[config.mk]
export PLATFORM = sky130hd
export DESIGN_NAME = fanout_tree_span_top
export DESIGN_NICKNAME = d
export VERILOG_FILES = /design/src/rtl/core/fts_pkg.sv /design/src/rtl/core/fts_div.sv /design/src/rtl/core/fanout_tree_span_top.sv
export VERILOG_INCLUDE_DIRS = /design/src /design/src/rtl/core
export SDC_FILE = /design/constraint.sdc
export NUM_CORES = 1
export LEC_CHECK = 0
export ABC_CLOCK_PERIOD_IN_PS = 15900
export BUFFER_PORTS_ARGS = -buffer_cell sky130_fd_sc_hd__buf_4
export CORE_ASPECT_RATIO = 0.8
export CORE_MARGIN = 3
export CORE_UTILIZATION = 50
export CTS_CLUSTER_SIZE = 16
export DETAILED_ROUTE_END_ITERATION = 12
export PLACE_DENSITY_LB_ADDON = 0.2
export SYNTH_ARGS = -nofsm -noshare
export SYNTH_HDL_FRONTEND = slang
export SYNTH_SLANG_ARGS = --single-unit
export TNS_END_PERCENT = 50
[constraint.sdc]
create_clock -name clk_i -period 15.9 [get_ports clk_i]
set_clock_uncertainty 0.1 [all_clocks]
set_input_delay 1.59 -clock clk_i [delete_from_list [all_inputs] [get_ports clk_i]]
set_output_delay 1.59 -clock clk_i [all_outputs]
set_load 0.01 [all_outputs]
[src/rtl/core/fanout_tree_span_top_defines.svh]
// Assertion macros shared by the fanout tree span RTL.
`ifndef FANOUT_TREE_SPAN_TOP_DEFINES_SVH
`define FANOUT_TREE_SPAN_TOP_DEFINES_SVH

// Consequence must hold in the same cycle as the antecedent.
`define FTS_ASSERT_NOW(lbl, ante, cons) \
  lbl: assert property (@(posedge clk_i) disable iff (!rst_ni) (ante) |-> (cons)) \
    else $error("fanout tree span check failed");

// Consequence must hold in the cycle after the antecedent.
`define FTS_ASSERT_NEXT(lbl, ante, cons) \
  lbl: assert property (@(posedge clk_i) disable iff (!rst_ni) (ante) |=> (cons)) \
    else $error("fanout tree span check failed");

`endif

[src/rtl/core/fts_pkg.sv]
// Package with widths, limits and shared types of the fanout tree span block.
`timescale 1ns / 1ps

package fts_pkg;

  localparam int NODE_W     = 20;
  localparam int WIDTH_W    = 7;
  localparam int BR_W       = 6;
  localparam int REM_W      = 6;
  localparam int SPAN_W     = NODE_W + WIDTH_W;
  localparam int LVL_W      = 5;
  localparam int DIV_CNT_W  = 5;

  localparam int MAX_WIDTH    = 64;
  localparam int RESULT_LIMIT = 64;
  localparam int WIDTH_CAP    = (MAX_WIDTH < RESULT_LIMIT) ? MAX_WIDTH : RESULT_LIMIT;

  localparam logic [WIDTH_W-1:0] DEFAULT_WIDTH_RST = WIDTH_W'(16);

  typedef struct packed {
    logic               start;
    logic [NODE_W-1:0]  dividend;
    logic [WIDTH_W-1:0] divisor;
  } fts_div_req_t;

  typedef struct packed {
    logic              done;
    logic [NODE_W-1:0] quo;
    logic [REM_W-1:0]  rem;
  } fts_div_res_t;

endpackage

[src/rtl/core/fts_div.sv]
// Radix-2 restoring divider: one quotient bit per cycle.
`timescale 1ns / 1ps

module fts_div (
  input  logic                 clk_i,
  input  logic                 rst_ni,
  input  fts_pkg::fts_div_req_t req_i,
  output fts_pkg::fts_div_res_t res_o
);
  import fts_pkg::*;

  logic                 busy_q;
  logic                 done_q;
  logic [DIV_CNT_W-1:0] cnt_q;
  logic [NODE_W-1:0]    dvd_q;
  logic [REM_W-1:0]     r_q;
  logic [WIDTH_W-1:0]   dsr_q;

  logic [WIDTH_W-1:0]   shifted;
  logic                 qbit;
  logic [WIDTH_W-1:0]   diff;

  assign shifted = {r_q, dvd_q[NODE_W-1]};
  assign qbit    = (shifted >= dsr_q);
  assign diff    = shifted - dsr_q;

  always_ff @(posedge clk_i or negedge rst_ni) begin
    if (!rst_ni) begin
      busy_q <= 1'b0;
      done_q <= 1'b0;
      cnt_q  <= '0;
      dvd_q  <= '0;
      r_q    <= '0;
      dsr_q  <= '0;
    end else begin
      done_q <= 1'b0;
      if (req_i.start) begin
        busy_q <= 1'b1;
        cnt_q  <= '0;
        dvd_q  <= req_i.dividend;
        r_q    <= '0;
        dsr_q  <= req_i.divisor;
      end else if (busy_q) begin
        // The partial remainder stays below the divisor, so it fits REM_W bits.
        r_q   <= qbit ? diff[REM_W-1:0] : shifted[REM_W-1:0];
        dvd_q <= {dvd_q[NODE_W-2:0], qbit};
        cnt_q <= cnt_q + 1'b1;
        if (cnt_q == DIV_CNT_W'(NODE_W - 1)) begin
          busy_q <= 1'b0;
          done_q <= 1'b1;
        end
      end
    end
  end

  assign res_o.done = done_q;
  assign res_o.quo  = dvd_q;
  assign res_o.rem  = r_q;

endmodule

[src/rtl/core/fanout_tree_span_top.sv]
// Top level of the fanout tree span block: level sequencer, divider and result emitter.
`timescale 1ns / 1ps
`include "fanout_tree_span_top_defines.svh"

// Channel   Direction  Handshake                  Payload
// in        input      in_valid_i / in_ready_o    total_nodes_i, width_i
// out       output     out_valid_o / out_ready_i  branch_o, nodes_below_o, depth_o,
//                                                 direct_o, error_o, last_o
// cfg       input      cfg_valid_i / cfg_ready_o  cfg_default_width_i
//
// A request with a zero node count, a direct reach or a fan-out of one yields one result.
// A tree request passes through ST_MUL and ST_CMP for each level opened (multiply, then
// compare and subtract), then waits in ST_DIV while the bit-serial divider splits the
// remainder of the last level (skipped when that remainder is zero), and then emits one
// result per branch from ST_EMIT.
// The block takes one request at a time; the last result of a request may still wait
// in the output register while the next request is taken.
// Reset clears the sequencer and the output valid and sets the default fan-out to 16.
// A low out_ready_i holds a pending result in the output register and stalls the emitter in place.
module fanout_tree_span_top (
  input  logic                       clk_i,
  input  logic                       rst_ni,
  input  logic                       in_valid_i,
  output logic                       in_ready_o,
  input  logic [fts_pkg::NODE_W-1:0] total_nodes_i,
  input  logic [fts_pkg::WIDTH_W-1:0] width_i,
  output logic                       out_valid_o,
  input  logic                       out_ready_i,
  output logic [fts_pkg::BR_W-1:0]   branch_o,
  output logic [fts_pkg::NODE_W-1:0] nodes_below_o,
  output logic [fts_pkg::NODE_W-1:0] depth_o,
  output logic                       direct_o,
  output logic                       error_o,
  output logic                       last_o,
  input  logic                       cfg_valid_i,
  output logic                       cfg_ready_o,
  input  logic [fts_pkg::WIDTH_W-1:0] cfg_default_width_i
);
  import fts_pkg::*;

  typedef enum logic [2:0] {
    ST_IDLE,
    ST_ONE,
    ST_MUL,
    ST_CMP,
    ST_DIV,
    ST_EMIT
  } state_e;

  // Which single-result request is waiting in ST_ONE.
  typedef enum logic [1:0] {
    K_ERR,
    K_DIRECT,
    K_CHAIN
  } kind_e;

  state_e              state_q;
  kind_e               kind_q;
  logic [WIDTH_W-1:0]  dw_q;
  logic [WIDTH_W-1:0]  wid_q;
  logic [NODE_W-1:0]   rem_q;
  logic [NODE_W-1:0]   bcap_q;
  logic [SPAN_W-1:0]   lcap_q;
  logic [NODE_W-1:0]   base_q;
  logic [LVL_W-1:0]    lvl_q;
  logic [NODE_W-1:0]   quo_q;
  logic [REM_W-1:0]    ext_q;
  logic [BR_W-1:0]     idx_q;

  logic                out_valid_q;
  logic [BR_W-1:0]     branch_q;
  logic [NODE_W-1:0]   nodes_q;
  logic [NODE_W-1:0]   depth_q;
  logic                direct_q;
  logic                error_q;
  logic                last_q;

  logic [WIDTH_W-1:0]  w_sel;
  logic [WIDTH_W-1:0]  w_eff;
  logic                in_acc;
  logic                out_free;
  logic [SPAN_W-1:0]   prod;
  logic                fits;
  logic [NODE_W-1:0]   rem_after;
  logic [NODE_W-1:0]   span_nodes;
  logic                is_last_br;

  fts_div_req_t        div_req;
  fts_div_res_t        div_res;

  // Effective fan-out: zero picks the default, a zero default counts as one,
  // and anything above the cap saturates.
  always_comb begin
    w_sel = (width_i != '0) ? width_i : dw_q;
    if (w_sel == '0) begin
      w_eff = WIDTH_W'(1);
    end else if (w_sel > WIDTH_W'(WIDTH_CAP)) begin
      w_eff = WIDTH_W'(WIDTH_CAP);
    end else begin
      w_eff = w_sel;
    end
  end

  assign in_ready_o  = (state_q == ST_IDLE);
  assign in_acc      = in_valid_i && in_ready_o;
  assign cfg_ready_o = 1'b1;
  assign out_free    = !out_valid_q || out_ready_i;

  // Capacity of the next level is the branch capacity times the fan-out;
  // after a full level the branch capacity becomes that product.
  assign prod      = bcap_q * wid_q;
  assign fits      = (lcap_q <= {{WIDTH_W{1'b0}}, rem_q});
  assign rem_after = rem_q - lcap_q[NODE_W-1:0];

  // Each branch gets the full-level share plus the even split of the remainder,
  // and the leading branches one node more.
  assign span_nodes = base_q + quo_q + NODE_W'(idx_q < ext_q);
  assign is_last_br = ({1'b0, idx_q} == (wid_q - WIDTH_W'(1)));

  assign div_req.start    = (state_q == ST_CMP) && !fits;
  assign div_req.dividend = rem_q;
  assign div_req.divisor  = wid_q;

  fts_div u_div (
    .clk_i  (clk_i),
    .rst_ni (rst_ni),
    .req_i  (div_req),
    .res_o  (div_res)
  );

  always_ff @(posedge clk_i or negedge rst_ni) begin
    if (!rst_ni) begin
      dw_q <= DEFAULT_WIDTH_RST;
    end else if (cfg_valid_i && cfg_ready_o) begin
      dw_q <= cfg_default_width_i;
    end
  end

  always_ff @(posedge clk_i or negedge rst_ni) begin
    if (!rst_ni) begin
      state_q     <= ST_IDLE;
      kind_q      <= K_ERR;
      wid_q       <= '0;
      rem_q       <= '0;
      bcap_q      <= '0;
      lcap_q      <= '0;
      base_q      <= '0;
      lvl_q       <= '0;
      quo_q       <= '0;
      ext_q       <= '0;
      idx_q       <= '0;
      out_valid_q <= 1'b0;
      branch_q    <= '0;
      nodes_q     <= '0;
      depth_q     <= '0;
      direct_q    <= 1'b0;
      error_q     <= 1'b0;
      last_q      <= 1'b0;
    end else begin
      // The emitting states load the next result whenever the output is taken, so the
      // valid is only dropped here while no result is being produced.
      if (out_ready_i && (state_q != ST_ONE) && (state_q != ST_EMIT)) begin
        out_valid_q <= 1'b0;
      end
      unique case (state_q)
        ST_IDLE: begin
          if (in_acc) begin
            wid_q  <= w_eff;
            rem_q  <= total_nodes_i;
            bcap_q <= NODE_W'(1);
            base_q <= '0;
            lvl_q  <= '0;
            idx_q  <= '0;
            if (total_nodes_i == '0) begin
              kind_q  <= K_ERR;
              state_q <= ST_ONE;
            end else if (total_nodes_i <= NODE_W'(w_eff)) begin
              kind_q  <= K_DIRECT;
              state_q <= ST_ONE;
            end else if (w_eff == WIDTH_W'(1)) begin
              kind_q  <= K_CHAIN;
              state_q <= ST_ONE;
            end else begin
              state_q <= ST_MUL;
            end
          end
        end
        ST_ONE: begin
          if (out_free) begin
            out_valid_q <= 1'b1;
            branch_q    <= '0;
            last_q      <= 1'b1;
            unique case (kind_q)
              K_ERR: begin
                nodes_q  <= '0;
                depth_q  <= '0;
                direct_q <= 1'b0;
                error_q  <= 1'b1;
              end
              K_DIRECT: begin
                nodes_q  <= rem_q;
                depth_q  <= NODE_W'(1);
                direct_q <= 1'b1;
                error_q  <= 1'b0;
              end
              K_CHAIN: begin
                nodes_q  <= rem_q;
                depth_q  <= rem_q;
                direct_q <= 1'b0;
                error_q  <= 1'b0;
              end
              default: begin
                nodes_q  <= '0;
                depth_q  <= '0;
                direct_q <= 1'b0;
                error_q  <= 1'b1;
              end
            endcase
            state_q <= ST_IDLE;
          end
        end
        ST_MUL: begin
          lcap_q  <= prod;
          state_q <= ST_CMP;
        end
        ST_CMP: begin
          lvl_q <= lvl_q + 1'b1;
          if (fits) begin
            rem_q  <= rem_after;
            base_q <= base_q + bcap_q;
            bcap_q <= lcap_q[NODE_W-1:0];
            if (rem_after == '0) begin
              quo_q   <= '0;
              ext_q   <= '0;
              state_q <= ST_EMIT;
            end else begin
              state_q <= ST_MUL;
            end
          end else begin
            state_q <= ST_DIV;
          end
        end
        ST_DIV: begin
          if (div_res.done) begin
            quo_q   <= div_res.quo;
            ext_q   <= div_res.rem;
            state_q <= ST_EMIT;
          end
        end
        ST_EMIT: begin
          if (out_free) begin
            out_valid_q <= 1'b1;
            branch_q    <= idx_q;
            nodes_q     <= span_nodes;
            depth_q     <= NODE_W'(lvl_q);
            direct_q    <= 1'b0;
            error_q     <= 1'b0;
            last_q      <= is_last_br;
            idx_q       <= idx_q + 1'b1;
            if (is_last_br) begin
              state_q <= ST_IDLE;
            end
          end
        end
        default: begin
          state_q <= ST_IDLE;
        end
      endcase
    end
  end

  assign out_valid_o   = out_valid_q;
  assign branch_o      = branch_q;
  assign nodes_below_o = nodes_q;
  assign depth_o       = depth_q;
  assign direct_o      = direct_q;
  assign error_o       = error_q;
  assign last_o        = last_q;

  // An accepted request still occupies the sequencer in the cycle after it is taken.
  `FTS_ASSERT_NEXT(a_busy_after_accept, in_acc, !in_ready_o)
  // The divider only reports back while the sequencer is waiting for it.
  `FTS_ASSERT_NOW(a_div_done_in_div, div_res.done, state_q == ST_DIV)
  // An error result carries no span and closes its request.
  `FTS_ASSERT_NOW(a_error_result, out_valid_o && error_o, nodes_below_o == '0 && depth_o == '0 && last_o && !direct_o)
  // A direct result has depth one and closes its request.
  `FTS_ASSERT_NOW(a_direct_result, out_valid_o && direct_o, depth_o == NODE_W'(1) && last_o && !error_o && branch_o == '0)

endmodule
# --- After elaboration in Yosys (flattened, before gate mapping) ---
# Cells that the tools add are included.
totals:
  regBits: 233
  input_bits: 39
  out_inout_bits: 52
  wordCells: 163
op_classes:
  add_sub_neg: 9
  multipliers: 1
  magnitude_cmp: 5
  eq_ne: 19
  n_mux: 76
  reduce_logical: 28
ops:
  columns: ["op", "count"]
  rows:
  - ["$mux 20", 16]
  - ["$pmux 20 s2", 7]
  - ["$mux 6", 10]
  - ["$add 20x20->20", 2]
  - ["$logic_not 20->1", 2]
  - ["$pmux 6 s2", 3]
  - ["$le 27x20->1", 1]
  - ["$mul 20x7->27", 1]
  - ["$mux 3", 7]
  - ["$mux 7", 3]
  - ["$add 20x1->20", 1]
  - ["$le 20x7->1", 1]
  - ["$sub 20x20->20", 1]
  - ["$pmux 3 s6", 1]
  - ["$mux 1", 16]
  - ["$mux 5", 3]
  - ["$mux 2", 6]
  - ["$reduce_and 3->1", 4]
  - ["$add 5x1->5 const B", 2]
  - ["$pmux 5 s2", 1]
  - ["$reduce_bool 2->1", 5]
  - ["$ne 2x2->1 const B", 4]
  - ["$eq 6x7->1", 1]
  - ["$eq 7x1->1 const B", 1]
  - ["27 further kinds", 39]

# --- Logic depth before layout (Yosys ltp) ---
# Gate-level depths: netlist (run 1).
logic_depth:
  depth_word: 11
  ltp_mapped: 21

# --- By module ---
# From an unflattened synthesis (run 1), not the netlist that was laid out.
unflattened:
  hier_cells: 2089
  area_unflattened_um2: 18408.9
modules_own_cells:
  columns: ["module", "instances", "cells_each", "area_per_inst_um2", "seq_area_each_um2"]
  rows:
  - ["fanout_tree_span_top", 1, 1877, 16326.9, 4830.9]
  - ["fts_div", 1, 212, 2082.0, 1001.0]

# --- Least setup slack after synthesis (run 1) ---
# OpenSTA, ideal clock, no wires.
synth_timing:
  kind: "in2reg"
  startpoint: "in width_i[2] in the netlist's numbering"
  endpoint: "reg kind_q[0]"
  t_arrival_ps: 4936
  slack_ps: 10744
  stages: 17
  cell_sequence: "or4_1 > nor4_4 > o21ai_1 > nand2_1 > nor2b_1 > xnor2_1 > or2_2 > ha_1 > nor2b_1 > o21a_1 > o21a_1 > o21a_1 > o21a_1 > o211a_1 > o21ai_0 > a21oi_1 > a31o_2"
synth_between:
  elab_chain_len: 8
  elab_cells_between_ends: 12
  classes_between: "order compare: 2; eq/ne: 1; mux: 5; reduce/logical: 4"
synth_lines:
  columns: ["item", "line_no", "rtl"]
  rows:
  - ["start, declared", "fanout_tree_span_top.sv:26", "input logic [fts_pkg::WIDTH_W-1:0] width_i,"]
  - ["$reduce_bool 7->1", "fanout_tree_span_top.sv:94", "w_sel = (width_i != '0) ? width_i : dw_q;"]
  - ["$mux 7 (*)", "fanout_tree_span_top.sv:94", null]
  - ["$gt 7x7->1", "fanout_tree_span_top.sv:97", "end else if (w_sel > WIDTH_W'(WIDTH_CAP)) begin"]
  - ["$mux 7", "fanout_tree_span_top.sv:97", null]
  - ["$mux 7 (*)", "fanout_tree_span_top.sv:95", "if (w_sel == '0) begin"]
  - ["$le 20x7->1 or $eq 7x1->1 (tied branches)", "fanout_tree_span_top.sv:177, fanout_tree_span_top.sv:180", null]
  - ["$reduce_bool 3->1 (no source line) or $mux 2 (tied branches)", null, null]
  - ["$reduce_and 3->1 (no source line) or $mux 2 (tied branches)", null, null]
  - ["end signal, assigned", "fanout_tree_span_top.sv:175", "kind_q <= K_ERR;"]
  - ["end signal, assigned", "fanout_tree_span_top.sv:178", "kind_q <= K_DIRECT;"]
  - ["end signal, assigned", "fanout_tree_span_top.sv:181", "kind_q <= K_CHAIN;"]
  - ["end, declared", "fanout_tree_span_top.sv:58", "kind_e kind_q;"]
# Every way passes the cells marked *; elsewhere a longest branch is shown, timed or not.
# A chain may end at the register's enable or synchronous reset.

# --- Worst setup path after layout (run 1) ---
layout_timing:
  startpoint: "reg wid_q[3]"
  endpoint: "reg lcap_q[25]"
layout_between:
  elab_chain_len: 1
layout_lines:
  columns: ["item", "line_no", "rtl"]
  rows:
  - ["start, declared", "fanout_tree_span_top.sv:60", "logic [WIDTH_W-1:0] wid_q;"]
  - ["start signal, assigned", "fanout_tree_span_top.sv:168", "wid_q <= w_eff;"]
  - ["$mul 20x7->27", "fanout_tree_span_top.sv:111", "assign prod = bcap_q * wid_q;"]
  - ["end signal, assigned", "fanout_tree_span_top.sv:223", "lcap_q <= prod;"]
  - ["end, declared", "fanout_tree_span_top.sv:63", "logic [SPAN_W-1:0] lcap_q;"]
# Every way passes these cells.

==> results of run 1 <==
## critical path: stages (launching register included)
cell      delay, ps
dfrtp_1         980
nand2_1         180
fa_1            540
fa_1            500
inv_1            60
fa_1            530
inv_1            50
fa_1            520
inv_1            40
ha_1            340
a211oi_1        250
o211ai_1        190
a32oi_1         470
o211ai_1        170
o21ai_0         330
o21ai_0         140
a21oi_1         190
xor2_1          170
o21ai_0          90
## per-layer routing
| layer | up-vias | GRT usage (%) | routed length (um) |
|---|---|---|---|
| met2 | 548 | 42.1 | 22900 |
| met1 | 7397 | 39.7 | 24200 |
| li1 | 7197 | - | - |
| met4 | 0 | 7.21 | 1460 |
| met5 | - | 0 | 0 |
| met3 | 94 | 5.17 | 3700 |
## worst max path at each step
stage	start	end	slack (ps)	cells past startpoint
after global placement	wid_q[3]	lcap_q[25]	10120	18
after floorplan	width_i[2]	kind_q[0]	10740	17
after CTS	wid_q[3]	lcap_q[25]	9850	18
after global routing	wid_q[3]	lcap_q[25]	9400	18
final	wid_q[3]	lcap_q[25]	9920	18
after detailed placement	wid_q[3]	lcap_q[25]	9870	18
## where the power goes
group,internal [mW],leakage [nW],switching [mW]
combinational,0.0119,6.02,0.0208
clock,0.416,0.454,0.262
sequential,0.595,3.02,0.00128
total,1.02,9.49,0.284
## kinds of logic (layout without fill, tap and decap cells)
kind of cell	count (synthesis)	in the layout	synth area share (%)
other	1	2	0.0205
buffers and inverters	311	359	6.72
adders and majority gates	240	240	20.3
xor gates and xnor gates	78	78	3.74
DFF	233	233	31.9
muxes	62	62	3.47
and+or+nand+nor	665	665	16.8
AOI/OAI and AO/OA	498	498	17.0
## registers in the layout, summed over array words and instances (netlist names), 5 cells and up
register       flops
rem_q             20
lvl_q              5
u_div.dsr_q        7
bcap_q            20
ext_q              6
lcap_q            27
branch_o           6
base_q            20
wid_q              7
nodes_below_o     20
dw_q               7
quo_q             20
depth_o           20
u_div.r_q          6
idx_q              6
u_div.cnt_q        5
u_div.dvd_q       20
## cell type report
type,count,area share (%)
Multi-Input combinational cell,1544,55.7
Sequential cell,233,28.9
Timing Repair Buffer,108,4.05
Inverter,205,3.81
Clock buffer,34,3.58
Tap cell,472,2.93
Clock inverter,12,1.07
Antenna cell,1,0.0124
## placed cells by master, fill, tap and decap left out, types with 6 or more instances in the layout
cell	n
nand2_1	281
dfrtp_1	232
and2_1	42
a22o_1	15
o21ai_1	11
clkbuf_16	27
a31oi_1	11
bufinv_16	6
nor2_1	122
o211ai_1	15
a211oi_1	28
mux2i_1	51
fa_1	94
o21a_1	20
nand2b_1	18
xnor2_1	37
inv_1	205
buf_4	107
a221oi_1	7
a21o_1	17
a21oi_1	131
and3_1	18
or2_2	8
or3_1	8
xor2_1	41
nor4_1	11
ha_1	146
o31ai_1	13
nor2b_1	13
nor3_1	32
mux2_2	11
o21bai_1	8
o21ai_0	162
nand4_1	15
o31a_1	7
nand3_1	71
==> results.cfg, run 1 <==
[status]
outcome = finished, final reports clean

[power]
power_density_nw_per_um2 = 64.7
p_leak_nw = 9.49
power.total_mw = 1.31
peakVddDrop_mv = 0.0689

[place]
routabilityCongestion = 0.944
place_area_sq_um = 19200
place_ws_ps = 9870
dp_hpwl_um = 40400
dp_cells = 2562
port_buffers = 89

[flow_run]
cap_violations = 0

[timing]
tightest_slew_ps = 1090
fmax_ghz = 0.167
fin_setup_tns_ps = 0
final-max-slew-violation-count = 0
rsz0062_at_grt = false
hold_viol_final = 0
setup_violations = 0
holdWs_ps = 379
min_period_ps = 5980
fin_crit_sh_pct = 37.6
maxSlewHeadroom_pct = 27.1
fin_ws_ps = 9920

[hold_path]
min-delay-start = lcap_q[25]
min_to = lcap_q[25]
min_path_type = register to register
holdPathStages = 2

[drt]
drc_errors = 0
first_pass_iters = 5
num_vias = 15200
routed_via_density = 5.84
wl_per_cell_um = 20.0
wl_um = 52200
ant_nets = 0
drt_iter0_markers = 1320

[yosys]
syn_avg_cell_area_sq_um = 8.75
yosys_warnings = 0
postSynthCellCount = 2088
async_flop_share_pct = 100
yosysTopAreaCellShare_pct = 31.8
synth_edf_count = 0
synth.top_cells.by_count = 283 x nand2_1, 232 x dfrtp_1, 205 x inv_1, 162 x o21ai_0, 146 x ha_1
yosysSeqAreaShare_pct = 31.9
synth_area_leaders = dfrtp_1 32%, fa_1 10%, ha_1 10%
ys.flop_type = dfrtp_1
syn_area_sq_um = 18300
synth.distinct_cells = 86
synth.net_count = 2367
synth-seq-cells = 233
yosysMostFrequentCell = nand2_1
yosysTopAreaCell = dfrtp_1

[layout]
multi_input_area_sq_um = 11200
utilization_pct = 57.0
fin_area_sq_um = 20200
fin_nets = 2397
fin_cells = 2609
drive_gt1_share_pct = 8.99
regArea_sq_um = 5830
area_growth_pct = 10.4
fillers = 3222

[clock_tree]
cts-root-buf = clkbuf_16
cts.sinks = 233
post_cts_buffers = 0
cts_tree = yes
hold_buffers = 0
numCtsBuffers = 26
clk_path_buf_depth = 3
clock_latency_ps = 560
path_clk_slew_ps = 70
cts_resized = 0
htreeDepth = 1

[setup_path]
r2r_end = lcap_q[25]
end_kind = register
reg2reg_slack_ps = 9920
worstSetupPathType = register to register
worst-r2r-cell-count = 18
start_kind = register
required_ps = 16210
r2r_start = wid_q[3]
arrival_ps = 6290
worstPathMaxFanout = 26

[die]
die_y_um = 177
die_w_um = 220
coreArea_sq_um = 35400
die_area_sq_um = 38900
ioPinCount = 91
initial_core_util_pct = 51.6
rows = 61

[grt]
grt_max_degree = 102
antenna_found_initial = 1
grt_overflow = 0
grt.total_usage_pct = 27.3
grt_pass1_wl_um = 83600
grt_pass1_vias = 14900
Note: power is estimated with default switching activity, not from simulation.
==> run 2, diff against run 1 <==
--- a/config.mk
+++ b/config.mk
@@ -6,7 +6,8 @@
 export SDC_FILE = /design/constraint.sdc
 export NUM_CORES = 1
 export LEC_CHECK = 0
-export ABC_CLOCK_PERIOD_IN_PS = 15900
+export ABC_AREA = 1
+export ABC_CLOCK_PERIOD_IN_PS = 4900
 export BUFFER_PORTS_ARGS = -buffer_cell sky130_fd_sc_hd__buf_4
 export CORE_ASPECT_RATIO = 0.8
 export CORE_MARGIN = 3
==> constraint.sdc (replaced) <==
create_clock -name clk_i -period 4.9 [get_ports clk_i]
set_clock_uncertainty 0.1 [all_clocks]
set_input_delay 0.49 -clock clk_i [delete_from_list [all_inputs] [get_ports clk_i]]
set_output_delay 0.49 -clock clk_i [all_outputs]
set_load 0.01 [all_outputs]
==> results.cfg, run 2 <==
[drt]
routed_via_density = 5.64
first_pass_iters = 7
wl_um = 60900
num_vias = 17400
drt_iter0_markers = 1787
drc_errors = 0
ant_nets = 0
wl_per_cell_um = 19.7

[power]
peakVddDrop_mv = 0.331
p_comb_share_pct = 53.0
pwr-share-clk_pct = 20.3
p_seq_share_pct = 26.6
cell_internal_pwr_mw = 6.12
power.total_mw = 11.7
power_density_nw_per_um2 = 541
switchingPower_mw = 5.60
p_leak_nw = 11.2
sw_frac_of_total_pct = 47.8

[die]
rows = 63
ioPinCount = 91
die_w_um = 224
die_y_um = 180
initial_core_util_pct = 51.0
die_area_sq_um = 40400
coreArea_sq_um = 37300

[setup_path]
cpMostUsedCell = fa_1
path_buf_inv = 3
worstSetupPathType = register to register
end_kind = register
max_stage_delay_ps = 570
arrival_ps = 5080
r2r_start = wid_q[6]
worstPathMaxFanout = 9
critPathTopFamily = adder cells
crit_path_cell_trace = buf_6 > buf_6 > nand2_1 > fa_1 > inv_1 > fa_1 > fa_1 > fa_1 > ha_1 > nand2_1 > nor2_2 > nor3b_4 > nand4_1 > nand3_2 > a31o_2 > or2_2 > nand3_1 > o21ai_1
reg2reg_slack_ps = 140
required_ps = 5230
crit_start = wid_q[6]
start_kind = register
crit_slowest_cell = fa_1

[grt]
grt.total_usage_pct = 30.0
grt_max_degree = 108
grt_pass1_vias = 16600
antenna_found_initial = 1
grt_overflow = 0
grt_pass1_wl_um = 95000

[timing]
fmax_ghz = 0.210
hold_viol_final = 0
holdWs_ps = 30.0
tightest_slew_ps = 1030
min_period_ps = 4760
fin_crit_sh_pct = 97.1
setup_violations = 0
maxSlewHeadroom_pct = 31.5
rsz0062_at_grt = true
final-max-slew-violation-count = 0

[place]
routabilityCongestion = 0.997
dp_hpwl_um = 48100
port_buffers = 89

[yosys]
postSynthCellCount = 2478
ys.flop_type = dfrtp_1
yosysTopAreaCell = dfrtp_1
async_flop_share_pct = 100
synth.top_cells.by_count = 680 x nand2_1, 353 x inv_1, 232 x dfrtp_1, 155 x o21ai_0, 146 x ha_1
synth_edf_count = 0
yosys_warnings = 0
syn_avg_cell_area_sq_um = 7.67
synth.net_count = 2757
yosysTopAreaCellShare_pct = 30.6
synth-seq-cells = 233
yosysSeqAreaShare_pct = 30.7
syn_area_sq_um = 19000
synth_area_leaders = dfrtp_1 31%, nand2_1 13%, fa_1 9.9%
yosysMostFrequentCell = nand2_1
synth.distinct_cells = 59

[layout]
top_register = lcap_q
largest_reg_flops = 27
drive_gt1_share_pct = 14.4
antennaDiodeCount = 0
fin_nets = 2858
fillers = 3430
layout_commonest_cell = nand2_1
final_cell_mix = 677 x nand2_1, 353 x inv_1, 219 x dfrtp_1
area_growth_pct = 14.1

[clock_tree]
cts_tree = yes
path_clk_slew_ps = 70
numCtsBuffers = 27
cts-root-buf = clkbuf_16
cts.sinks = 233
clock_latency_ps = 570
htreeDepth = 1
clk_path_buf_depth = 3

[status]
outcome = finished, final reports clean

[hold_path]
min_path_type = primary input to register
min-delay-start = out_ready_i

[flow_run]
cap_violations = 0
run 2: kinds of logic (layout without fill, tap and decap cells):
kind of cell             Yosys count  in the layout  synth area share, %
AO/OA/AOI/OAI                    406            406                 12.1
XOR/XNOR                          55             55                 2.54
adder cells (fa/ha/maj)          240            240                 19.5
buffers and inverters            469            591                 9.74
flip-flops                       233            233                 30.7
multiplexers                       8              8                0.461
other                              1              1               0.0197
AND/OR/NAND/NOR                 1066           1066                 25.0
run 2: final timing paths:
kind | end | cells after the start
setup / recovery | lcap_q[23] | 18
hold / removal | out_valid_o | 2
setup reg to reg | lcap_q[23] | 18
hold reg to reg | lcap_q[21] | 2
max in group asynchronous | bcap_q[5] | 3
min in group asynchronous | base_q[14] | 2
run 2: cell type report:
| class | count | area [sq um] | area share [%] |
|---|---|---|---|
| Multi-Input combinational cell | 1776 | 11500 | 53.0 |
| Sequential cell | 233 | 5850 | 27.0 |
| Inverter | 379 | 1420 | 6.56 |
| Timing Repair Buffer | 162 | 1280 | 5.89 |
| Clock buffer | 33 | 728 | 3.36 |
| Tap cell | 487 | 609 | 2.81 |
| Clock inverter | 17 | 304 | 1.40 |
run 2: repair_timing:
item | 4_1_cts | 5_1_grt
pin swaps | 0 | 10
setup endpoints to repair | 4 | 15
gates resized for setup | 2 | 55
hold buffers | 1 | 0
setup buffers | 0 | 5
hold endpoints to repair | 98 | 0
run 2: metrics by stage:
step / cell area (sq um) / setup WS, ps / setup TNS (ps) / cells / utilization, %
floorplan: 19000 / 172 / 0 / 2478 / -
global placement: 20400 / 82.3 / 0 / 3031 / 54.7
detailed placement: 20400 / -12.0 / -12.0 / 3031 / 54.7
CTS: 21400 / 0.246 / 0 / 3082 / 57.5
global route: 21700 / -46.5 / -94.5 / 3087 / 58.1
finish: 21700 / 144 / 0 / 3087 / 58.1
run 2: per-layer routing:
layer,share of wire (%),vias to the layer above,track usage [%]
li1,-,8169,-
met1,46,8372,45.4
met2,41,773,42.8
met3,11,86,8.71
met4,2.1,4,5.93
met5,0.20,-,1.91
run 2: power by group through the flow:
stage	Sequential (mW)	Combinational [mW]	Clock, mW
final	3.12	6.22	2.39
after global routing	3.18	6.89	2.48
after CTS	3.10	5.98	2.41
after detailed placement	3.13	5.94	0
after global placement	3.11	5.87	0
after floorplan	2.90	4.04	0
